`src/assert_macros.svh`:
```
// ----------------------------------------------------------------------------
// Assertion macros
// Concurrent checks that drop out of synthesis builds.
// ----------------------------------------------------------------------------
`ifndef ASSERT_MACROS_SVH
`define ASSERT_MACROS_SVH
`ifndef SYNTHESIS
`define IHFP_ASSERT(lbl, clk, rst, prop, msg) \
   lbl: assert property (@(posedge clk) disable iff (rst) prop) else $error(msg);
`define IHFP_ASSERT_IMPL(lbl, clk, rst, pre, post, msg) \
   lbl: assert property (@(posedge clk) disable iff (rst) (pre) |-> (post)) else $error(msg);
`else
`define IHFP_ASSERT(lbl, clk, rst, prop, msg)
`define IHFP_ASSERT_IMPL(lbl, clk, rst, pre, post, msg)
`endif
`endif

```
`src/ihfp_pkg.sv`:
```
// ----------------------------------------------------------------------------
// ihfp_pkg
// Shared widths and constants of the fiber point datapath.
// ----------------------------------------------------------------------------
package ihfp_pkg;

   localparam int FRAC_BITS  = 16;
   localparam int PHASE_BITS = 16;
   localparam int IO_W       = 18;
   localparam int THR_W      = 17;
   localparam int ONE        = 1 << FRAC_BITS;

   // square root cells: one result bit per cell
   localparam int SQ_IN_W  = 2 * FRAC_BITS + 5;
   localparam int SQ_ACC_W = SQ_IN_W + 1;
   localparam int SQ_CELLS = (SQ_IN_W + 1) / 2;
   localparam int ROOT_W   = SQ_CELLS;

   // divider cells: one quotient bit per cell
   localparam int DIV_W     = 2 * FRAC_BITS + 3;
   localparam int DEN_W     = FRAC_BITS + 2;
   localparam int QUO_W     = FRAC_BITS + 2;
   localparam int DIV_CELLS = QUO_W;
   localparam int DIV_SH_W  = $clog2(QUO_W);

   // series cells work in unsigned Q30
   localparam int Q_W       = 30;
   localparam int TRIG_W    = Q_W + 1;
   localparam int TERM_LAT  = 4;
   localparam int SIN_TERMS = 6;
   localparam int COS_TERMS = 7;
   localparam logic [TRIG_W-1:0] Q30_ONE   = TRIG_W'(1) << Q_W;
   localparam logic [TRIG_W-1:0] Q30_HALF  = TRIG_W'(1) << (Q_W - 1);
   localparam logic [TRIG_W-1:0] HALF_PI_Q30 = TRIG_W'(1686629713);

   typedef logic [7:0]  div_type;
   typedef logic [31:0] recip_type;

   localparam div_type SIN_DIVS [SIN_TERMS] = '{8'd156, 8'd110, 8'd72, 8'd42, 8'd20, 8'd6};
   localparam div_type COS_DIVS [COS_TERMS] =
      '{8'd182, 8'd132, 8'd90, 8'd56, 8'd30, 8'd12, 8'd2};

   localparam recip_type SIN_RECIP [SIN_TERMS] = '{
      32'(64'h1_0000_0000 / 64'd156), 32'(64'h1_0000_0000 / 64'd110),
      32'(64'h1_0000_0000 / 64'd72),  32'(64'h1_0000_0000 / 64'd42),
      32'(64'h1_0000_0000 / 64'd20),  32'(64'h1_0000_0000 / 64'd6)};
   localparam recip_type COS_RECIP [COS_TERMS] = '{
      32'(64'h1_0000_0000 / 64'd182), 32'(64'h1_0000_0000 / 64'd132),
      32'(64'h1_0000_0000 / 64'd90),  32'(64'h1_0000_0000 / 64'd56),
      32'(64'h1_0000_0000 / 64'd30),  32'(64'h1_0000_0000 / 64'd12),
      32'(64'h1_0000_0000 / 64'd2)};

endpackage

```
`src/ihfp_sqrt_cell.sv`:
```
// ----------------------------------------------------------------------------
// ihfp_sqrt_cell
// One bit of a pipelined digit-by-digit integer square root.
// ----------------------------------------------------------------------------
module ihfp_sqrt_cell (
   input  logic                           clock,
   input  logic [ihfp_pkg::SQ_IN_W-1:0]   rad_i,
   input  logic [ihfp_pkg::SQ_ACC_W-1:0]  root_i,
   input  logic [ihfp_pkg::SQ_ACC_W-1:0]  bit_i,
   output logic [ihfp_pkg::SQ_IN_W-1:0]   rad_o,
   output logic [ihfp_pkg::SQ_ACC_W-1:0]  root_o
);
   import ihfp_pkg::*;

   logic [SQ_ACC_W-1:0] trial;
   logic                fit;
   logic [SQ_IN_W-1:0]  rad_in, rad_ff;
   logic [SQ_ACC_W-1:0] root_in, root_ff;

   // try the next bit and subtract when it fits
   always_comb begin
      trial   = root_i + bit_i;
      fit     = {1'b0, rad_i} >= trial;
      rad_in  = fit ? rad_i - trial[SQ_IN_W-1:0] : rad_i;
      root_in = fit ? (root_i >> 1) + bit_i : root_i >> 1;
   end

   always_ff @(posedge clock) begin
      rad_ff  <= rad_in;
      root_ff <= root_in;
   end

   assign rad_o  = rad_ff;
   assign root_o = root_ff;
endmodule

```
`config.mk`:
```
export PLATFORM = sky130hd
export DESIGN_NAME = ihfp_sqrt_cell
export DESIGN_NICKNAME = d
export VERILOG_FILES = /design/src/assert_macros.svh /design/src/ihfp_pkg.sv /design/src/ihfp_sqrt_cell.sv
export SDC_FILE = /design/constraint.sdc
export NUM_CORES = 1
export LEC_CHECK = 0
export BUFFER_PORTS_ARGS = -buffer_cell sky130_fd_sc_hd__buf_4
export CAP_MARGIN = 20
export CORE_MARGIN = 10
export CORE_UTILIZATION = 45
export CTS_CLUSTER_DIAMETER = 200
export DETAILED_ROUTE_END_ITERATION = 10
export PLACE_DENSITY = 0.71
export SLEW_MARGIN = 10
export SYNTH_ARGS = -nofsm -noshare
export SYNTH_HDL_FRONTEND = slang
export SYNTH_SLANG_ARGS = --single-unit
```
`constraint.sdc`:
```
create_clock -name clock -period 4.3 [get_ports clock]
set_input_delay 0.215 -clock clock [delete_from_list [all_inputs] [get_ports clock]]
set_output_delay 0.215 -clock clock [all_outputs]
set_load 0.03 [all_outputs]
```
==> impl_metrics.py <==
metrics = {
    "run_status": {
        "status": "finished, violations left",
        "violations": "setup timing",
    },
    "synth": {
        "async_flop_share_pct": 0,
        "synth_edf_count": 0,
        "ys_types": 63,
        "ys_seq_area_share_pct": 18.7,
        "syn_avg_cell_area_um2": 8.38,
        "synth_area_um2": 8030,
        "synthCells": 958,
        "synth_fp_nets": 1186,
        "synthFlopType": "dfxtp_1",
        "yosys_warnings": 0,
        "ys_ff_latch": 75,
    },
    "place": {
        "place_congestion": 0.945,
        "portBuffers": 188,
        "hpwl_um": 22000,
        "placedCellCount": 1544,
    },
    "setup_path": {
        "cpMostUsedCell": "buf_4",
        "worstPathRequired_ps": 4540,
        "crit_chain": "buf_4 -> ha_1 -> nand4_1 -> nor4_2 -> nand4b_1 -> o211ai_1 -> buf_4 -> a21oi_2 -> o21ai_2 -> nand2_1 -> buf_4 -> o21a_1 -> o21ai_1 -> xnor2_1 -> ha_1 -> nand4_1 -> nor3_1 -> a31oi_2 -> nor2b_4 -> a221oi_4 -> nand2_4 -> buf_12 -> clkbuf_16 -> mux2_2",
        "crit_fanout": 7,
        "critPathArrivalTime_ps": 4810,
        "critPathBufInv": 5,
        "cp-start-kind": "input pin",
        "max_stage_delay_ps": 330,
        "crit_family": "simple AND/OR/NAND/NOR gates",
        "crit_type": "input pin to flop",
        "critPathSlowestCell": "ha_1",
        "end_kind": "flop",
    },
    "floorplan": {
        "die_height_um": 154,
        "ioPinCount": 189,
        "start_util_pct": 46.1,
        "core-area_um2": 17400,
        "dieWidth_um": 154,
        "num_rows": 48,
        "die_area_um2": 23600,
    },
    "global_route": {
        "grt_pass1_wl_um": 43700,
        "grt_max_degree": 16,
        "grt_antenna_before_repair": 0,
        "grt-ovfl-total": 0,
        "grt_pass1_vias": 8906,
        "grtUsageTotal_pct": 22.1,
    },
    "drt": {
        "via_count": 8769,
        "post-route-drc-count": 0,
        "drt-pass1-iter-count": 5,
        "wl_um": 28300,
        "wire_per_inst_um": 17.9,
        "viasPerCell": 5.54,
        "ant_nets": 0,
        "first_iter_violations": 599,
    },
    "cells_and_area": {
        "drive_gt1_share_pct": 40.2,
        "num-nets-final": 1581,
        "final_core_util_pct": 69.3,
        "antenna_cells": 0,
        "final_cells": 1582,
        "layout_common_cells": "buf_4, ha_1, a21oi_1",
        "layout_commonest_cell": "buf_4",
        "area_growth_pct": 50.3,
    },
    "power_and_ir_drop": {
        "p_per_area_nw_per_um2": 396,
        "p_leak_uw": 0.00581,
        "peakVddDrop_mv": 0.294,
    },
    "timing": {
        "final-max-slew-violation-count": 0,
        "finalHoldViolations": 0,
        "fin_crit_sh_pct": 106,
        "timing.fmax_mhz": 219,
        "fin_crit_ps": 4570,
        "rsz0062_at_grt": "true",
        "setup_viol": 74,
        "worstMarginPinSlew_ps": 942,
        "relSlewSlack_pct": 36.4,
        "worst_slack_ps": -269,
    },
    "clocking": {
        "htreeDepth": 3,
        "cts_buffers": 9,
        "cts.sinks": 75,
        "path_clk_slew_ps": 60,
        "root_buffer": "clkbuf_16",
        "ctsHoldBuffers": 0,
        "clockBufferDepth": 2,
        "cts_tree": "yes",
    },
    "worst_hold_path": {
        "hold_class": "input pin to flop",
    },
    "run": {
        "maxCapViolCount": 0,
    },
}
-- registers in the layout (all words and copies together) (netlist names) --
| register | flops |
|---|---|
| rad_o | 37 |
| root_o | 38 |
-- per-layer routing --
metal  global-route usage, %  wire length, µm
met1                    26.7            12400
met5                       0                0
met3                    4.04             1550
met2                    38.9            13700
met4                    6.07              622
-- cells in the mapped netlist, types with 5 or more instances --
library cell,number,area (µm²)
inv_1,32,120
nor2b_1,13,81.3
nor3_1,16,80.1
a21boi_0,7,52.6
a21oi_1,96,480
nand3_1,21,105
o211ai_1,7,52.6
nand4_1,13,81.3
mux2_2,66,743
o21bai_1,16,120
a21o_1,44,330
ha_1,111,1390
a31oi_1,16,100
mux2_1,5,56.3
and3_1,11,68.8
clkbuf_1,8,30.0
o21a_1,19,143
o31ai_1,11,82.6
nand2b_1,16,100
dfxtp_1,75,1500
nand2_1,51,191
nor2_1,65,244
buf_6,5,56.3
xnor2_1,56,490
a211oi_1,11,82.6
o21ai_0,52,260
xor2_1,39,342
-- final timing paths --
kind | start | end | slack (ps) | cells past startpoint
worst max-delay path | root_i[9] | rad_o[21] | -270 | 24
worst min-delay path | rad_i[2] | rad_o[2] | 100 | 2
-- kinds of logic after synthesis --
kind of cell | count (synthesis) | synth area share [%]
AOI/OAI and AO/OA | 316 | 25.2
and+or+nand+nor | 233 | 14.3
adders and majority gates | 114 | 18.1
xor gates and xnor gates | 95 | 10.4
muxes | 75 | 10.5
DFF | 75 | 18.7
buffers and inverters | 50 | 2.91
-- power by group --
group | leakage, µW | internal (µW) | switching (µW)
registers | 0.000633 | 862 | 52.6
logic | 0.00504 | 1520 | 1600
clock network | 0.000141 | 434 | 312
-- metrics by stage --
| stage | TNS (ps) | worst slack (ps) | hold slack [ps] | total power [µW] | area, µm² |
|---|---|---|---|---|---|
| 2_1_floorplan | -4010 | -118 | 332 | 2670 | 8180 |
| 3_3_place_gp | -38060 | -547 | 458 | 3710 | 11200 |
| 3_5_place_dp | -47920 | -680 | 463 | 3740 | 11200 |
| 4_1_cts | -6670 | -138 | 93.2 | 4640 | 11800 |
| 5_1_grt | -29560 | -457 | 109 | 5070 | 12100 |
| 6_report | -14850 | -269 | 101 | 4780 | 12100 |
-- final cells by class --
class	instances	area, µm²
Tap cell	225	282
Clock buffer	13	270
Fill cell	1412	5350
Sequential cell	75	1500
Clock inverter	2	10.0
Timing Repair Buffer	402	3220
Inverter	32	120
Multi-Input combinational cell	833	6660
-- repair_timing --
item / in CTS / in global routing
setup buffers: 10 / 9
cloned: 3 / 3
pin swaps: 1 / 14
gates resized for setup: 27 / 41
setup endpoints to repair: 75 / 75
Power figures use the tool's default switching activity.
