**config.mk**
```make
export PLATFORM = sky130hd
export DESIGN_NAME = ihfp_div_cell
export DESIGN_NICKNAME = d
export VERILOG_FILES = /design/src/assert_macros.svh /design/src/ihfp_pkg.sv /design/src/ihfp_div_cell.sv
export SDC_FILE = /design/constraint.sdc
export NUM_CORES = 1
export LEC_CHECK = 0
export BUFFER_PORTS_ARGS = -buffer_cell sky130_fd_sc_hd__buf_2
export CORE_MARGIN = 10
export CORE_UTILIZATION = 35
export DETAILED_ROUTE_END_ITERATION = 6
export GPL_TIMING_DRIVEN = 0
export PLACE_DENSITY_LB_ADDON = 0.2
export SYNTH_ARGS = -nofsm -noshare
export SYNTH_HDL_FRONTEND = slang
export SYNTH_SLANG_ARGS = --single-unit
export TNS_END_PERCENT = 10
```
**constraint.sdc**
```tcl
create_clock -name clock -period 6.1 [get_ports clock]
set_clock_uncertainty 0.05 [all_clocks]
set_input_delay 1.22 -clock clock [delete_from_list [all_inputs] [get_ports clock]]
set_output_delay 1.22 -clock clock [all_outputs]
set_load 0.01 [all_outputs]
```
**src/assert_macros.svh**
```systemverilog
// ----------------------------------------------------------------------------
// Assertion macros
// Concurrent checks that drop out of synthesis builds.
// ----------------------------------------------------------------------------
`ifndef ASSERT_MACROS_SVH
`define ASSERT_MACROS_SVH
`ifndef SYNTHESIS
`define IHFP_ASSERT(lbl, clk, rst, prop, msg) \
   lbl: assert property (@(posedge clk) disable iff (rst) prop) else $error(msg);
`define IHFP_ASSERT_IMPL(lbl, clk, rst, pre, post, msg) \
   lbl: assert property (@(posedge clk) disable iff (rst) (pre) |-> (post)) else $error(msg);
`else
`define IHFP_ASSERT(lbl, clk, rst, prop, msg)
`define IHFP_ASSERT_IMPL(lbl, clk, rst, pre, post, msg)
`endif
`endif

```
**src/ihfp_pkg.sv**
```systemverilog
// ----------------------------------------------------------------------------
// ihfp_pkg
// Shared widths and constants of the fiber point datapath.
// ----------------------------------------------------------------------------
package ihfp_pkg;

   localparam int FRAC_BITS  = 16;
   localparam int PHASE_BITS = 16;
   localparam int IO_W       = 18;
   localparam int THR_W      = 17;
   localparam int ONE        = 1 << FRAC_BITS;

   // square root cells: one result bit per cell
   localparam int SQ_IN_W  = 2 * FRAC_BITS + 5;
   localparam int SQ_ACC_W = SQ_IN_W + 1;
   localparam int SQ_CELLS = (SQ_IN_W + 1) / 2;
   localparam int ROOT_W   = SQ_CELLS;

   // divider cells: one quotient bit per cell
   localparam int DIV_W     = 2 * FRAC_BITS + 3;
   localparam int DEN_W     = FRAC_BITS + 2;
   localparam int QUO_W     = FRAC_BITS + 2;
   localparam int DIV_CELLS = QUO_W;
   localparam int DIV_SH_W  = $clog2(QUO_W);

   // series cells work in unsigned Q30
   localparam int Q_W       = 30;
   localparam int TRIG_W    = Q_W + 1;
   localparam int TERM_LAT  = 4;
   localparam int SIN_TERMS = 6;
   localparam int COS_TERMS = 7;
   localparam logic [TRIG_W-1:0] Q30_ONE   = TRIG_W'(1) << Q_W;
   localparam logic [TRIG_W-1:0] Q30_HALF  = TRIG_W'(1) << (Q_W - 1);
   localparam logic [TRIG_W-1:0] HALF_PI_Q30 = TRIG_W'(1686629713);

   typedef logic [7:0]  div_type;
   typedef logic [31:0] recip_type;

   localparam div_type SIN_DIVS [SIN_TERMS] = '{8'd156, 8'd110, 8'd72, 8'd42, 8'd20, 8'd6};
   localparam div_type COS_DIVS [COS_TERMS] =
      '{8'd182, 8'd132, 8'd90, 8'd56, 8'd30, 8'd12, 8'd2};

   localparam recip_type SIN_RECIP [SIN_TERMS] = '{
      32'(64'h1_0000_0000 / 64'd156), 32'(64'h1_0000_0000 / 64'd110),
      32'(64'h1_0000_0000 / 64'd72),  32'(64'h1_0000_0000 / 64'd42),
      32'(64'h1_0000_0000 / 64'd20),  32'(64'h1_0000_0000 / 64'd6)};
   localparam recip_type COS_RECIP [COS_TERMS] = '{
      32'(64'h1_0000_0000 / 64'd182), 32'(64'h1_0000_0000 / 64'd132),
      32'(64'h1_0000_0000 / 64'd90),  32'(64'h1_0000_0000 / 64'd56),
      32'(64'h1_0000_0000 / 64'd30),  32'(64'h1_0000_0000 / 64'd12),
      32'(64'h1_0000_0000 / 64'd2)};

endpackage

```
**src/ihfp_div_cell.sv**
```systemverilog
// ----------------------------------------------------------------------------
// ihfp_div_cell
// One quotient bit of a pipelined restoring divider.
// ----------------------------------------------------------------------------
module ihfp_div_cell (
   input  logic                           clock,
   input  logic [ihfp_pkg::DIV_W-1:0]     rem_i,
   input  logic [ihfp_pkg::DEN_W-1:0]     den_i,
   input  logic [ihfp_pkg::QUO_W-1:0]     quo_i,
   input  logic [ihfp_pkg::DIV_SH_W-1:0]  shift_i,
   output logic [ihfp_pkg::DIV_W-1:0]     rem_o,
   output logic [ihfp_pkg::DEN_W-1:0]     den_o,
   output logic [ihfp_pkg::QUO_W-1:0]     quo_o
);
   import ihfp_pkg::*;

   logic [DIV_W-1:0] sub;
   logic             fit;
   logic [DIV_W-1:0] rem_in, rem_ff;
   logic [DEN_W-1:0] den_ff;
   logic [QUO_W-1:0] quo_in, quo_ff;

   // compare against the shifted divisor and shift in the quotient bit
   always_comb begin
      sub    = DIV_W'(den_i) << shift_i;
      fit    = rem_i >= sub;
      rem_in = fit ? rem_i - sub : rem_i;
      quo_in = {quo_i[QUO_W-2:0], fit};
   end

   always_ff @(posedge clock) begin
      rem_ff <= rem_in;
      den_ff <= den_i;
      quo_ff <= quo_in;
   end

   assign rem_o = rem_ff;
   assign den_o = den_ff;
   assign quo_o = quo_ff;
endmodule

```
==> summary.md <==
| Metric | Value |
|---|---|
| Antenna violations before repair | `0` |
| Nets | `~800` |
| WL met1 | `7.361 mm` |
| H-tree levels | `3` |
| Final Hold Fails | `0` |
| Num CTS Buffers | `9` |
| Crit path DAT | `around 5.8 ns` |
| Pre-Repair DR Iteration Count | `4` |
| Pin count of the biggest net entering global routing | `14` |
| Worst slew margin | `0.5943` |
| HPWL after DPL | `roughly 13 mm` |
| Post-DR wirelength/cell | `17.60 µm` |
| Final ANT Viol Nets | `0` |
| Syn Inst Count | `about 550` |
| RSZ-0062 raised after global routing | `false` |
| IO Port Bufs | `144` |
| Pwr/cell area | `293.2 mW/mm²` |
| Multi-input logic area | `roughly 0.0033 mm²` |
| Status | `completed` |
| Critical setup path kind | `in2reg` |
| Period utilization | `0.9175` |
| Register area | `0.001421 mm²` |
| Post-CTS Resized | `0` |
| Setup crit start kind | `input pin` |
| Sequential element share of the synthesized area | `0.2848` |
| WL met2 | `6.821 mm` |
| Setup_tns | `0 ns` |
| Worst hold path class | `in2reg` |
| Final Max Slew Viols | `0` |
| Least-Margin Pin Slew | `0.6085 ns` |
| CP Capture Type | `flop` |
| FF+latch count, synth | `71` |
| Vias in the first global route | `4685` |
| Num ports | `148` |
| YS warnings | `0` |
| Worst vdd ir | `115.6 µV` |
| Final setup violation count | `0` |
| Worst Path Max Fanout | `10` |
| Total Routing Usage GR | `0.1566` |
| Finished Layout Cells | `892` |
| Max-cap viol count | `0` |
| Mean Syn Cell Area | `9.042 µm²` |
| Row count | `43` |
| Die Ht | `139.4 µm` |
| Placer Congestion | `0.9298` |
| CTS tree | `yes` |
| Root Driver | `clkbuf_16` |
| Die width | `139.4 µm` |
| Residual DRC | `0` |
| Diodes inserted | `0` |
| DR WL met3 | `1.252 mm` |
| Synthesized cell area | `approximately 0.0050 mm²` |
| Die area | `between 0.015 and 0.02 mm²` |
| Number of synthesized flops with an enable pin | `0` |
| Async SR Flop Fraction | `0` |
| Netlist cell types | `61` |
| First-pass GRT wire length | `24.90 mm` |
| Post CTS Setup Buffer Count | `0` |
| Hold-fix buffers, CTS | `0` |
| Ys flop type | `dfxtp_1` |
| Fin crit period | `5.597 ns` |
| Fill count | `1389` |
| Core Region | `0.01393 mm²` |
| Lkg Pwr | `around 0.0029 µW` |
| Share of cells above drive strength 1 | `0.3216` |
| Crit path required time | `6.27 ns` |
| Sink Count | `71` |
| Via Count | `4550` |
| Avg Vias per Cell | `5.101` |
| Global route total overflow | `0` |
| Syn-to-layout area delta | `25.60%` |
| Syn nets | `665` |
| Clock-pin slew on the worst setup and hold paths | `0.06 ns` |
| Starting Density | `0.3582` |
| Placed insts | `876` |
| Post-Route WL | `15.70 mm` |
| DR iter-0 viols | `255` |
| DR top layer | `met4` |
| F_max | `between 0.15 and 0.2 GHz` |
| Clock Tree Buf Depth | `2` |
[worst max-delay path, stage by stage]
cell and delay [ns]:
buf_2 0.13, buf_1 0.49, mux2_2 0.42, o21ai_0 0.27, o21ai_0 0.19, o21ai_0 0.18
inv_1 0.08, a22oi_1 0.25, ha_1 0.16, clkbuf_1 0.33, nand2_1 0.16, nor4_2 0.27
a21oi_2 0.12, a211o_2 0.36, a211o_1 0.35, and2_4 0.19, inv_8 0.10, buf_12 0.15
mux2_1 0.36
[cells in the final DEF, fill, tap and decap left out, drive strengths merged, types with 3 or more instances in the layout]
master and n:
o21bai 3, nand2b 6, mux2 42, mux4 5
o211ai 5, nor2b 5, nor2 22, a211oi 10
nor3 13, dfxtp 71, nand2 64, inv 19
buf 157, o211a 3, a31oi 7, xor2 13
and3 7, nand4 6, mux2i 19, o31ai 3
a21oi 45, a22oi 6, o22a 3, a21o 23
o21ai 33, xnor2 18, ha 35, nand3 12
and2 5, clkbuf 25, o21a 6
[Yosys cell counts (all sizes together), types with 2 or more instances]
library cell  instances  area (µm²)
or3                   2       12.51
o211ai                5       37.54
nor2b                 5       31.28
xnor2                18       157.7
nand2                64       242.7
mux4                  5       112.6
a211o                 2       18.77
dfxtp                71        1421
a21o                 23       172.7
o22ai                 2       12.51
a31oi                 7       73.82
nor2                 22       82.58
nor4                  2       18.77
o31ai                 3       22.52
xor2                 13       113.9
o22a                  3       27.53
a211oi               10       75.07
and2                  5       33.78
o21a                  6       45.04
buf                  13       107.6
nand4                 6       37.54
mux2i                19       190.2
clkbuf               15       58.81
a21oi                45       229.0
o21bai                3       22.52
nand3                12       60.06
a22oi                 6       45.04
and3                  7       48.80
nand2b                6       37.54
o211a                 3       30.03
nor3                 13       65.06
ha                   35       437.9
inv                  18       75.07
o21ai                33       168.9
mux2                 42       578.1
[state kept, by name, summed over array words and instances, names as in the netlist]
register / flops
den_o: 18
quo_o: 18
rem_o: 35
[final timing paths]
check             startpoint           endpoint  slack [ns]  depth (start not counted)
hold / removal     quo_i[15]  quo_o[16]$_DFF_P_        0.93                          1
setup / recovery  shift_i[0]  rem_o[33]$_DFF_P_        0.50                         19
[cell families (layout without fill, tap and decap cells)]
kind of cell    count (synthesis)  count (layout)  synth area share
flops                          71              71            0.2848
xor+xnor                       31              31           0.05440
mux                            66              66            0.1765
buf+inv                        46             206           0.04838
fa+ha+maj                      36              36           0.09175
simple gates                  145             145            0.1356
compound gates                157             157            0.2086
[cell type report]
type                       count  share of cell area
buffer                        28             0.02655
inverter                      18             0.01198
clock inverter                 6             0.01477
multi-input combinational    435              0.5309
tap                          180             0.03593
clock buffer                  10             0.03812
timing repair buffer         144              0.1150
sequential                    71              0.2267
[where the power goes]
part	switching, µW	internal (µW)	total, µW
clock	208	371	579
sequential	14.8	540	555
combinational	375	329	704
[per-layer routing]
metal,vias up,global-route usage
met3,15,0.05648
li1,2315,-
met5,-,0
met1,2074,0.2009
met2,146,0.2397
met4,0,0.04668
[through the flow]
step	instance area, µm²	worst slack [ns]	utilization	power (µW)	hold slack (ns)
after floorplan	4991	1.151	-	1057	1.198
after global routing	6269	0.1900	0.4499	1951	0.9151
after detailed placement	5937	0.2047	0.4261	1271	1.275
after CTS	6269	0.5542	0.4499	1862	0.9131
final	6269	0.5030	0.4499	1838	0.9253
after global placement	5937	0.2206	0.4261	1264	1.274
Note: power is estimated with default switching activity, not from simulation.
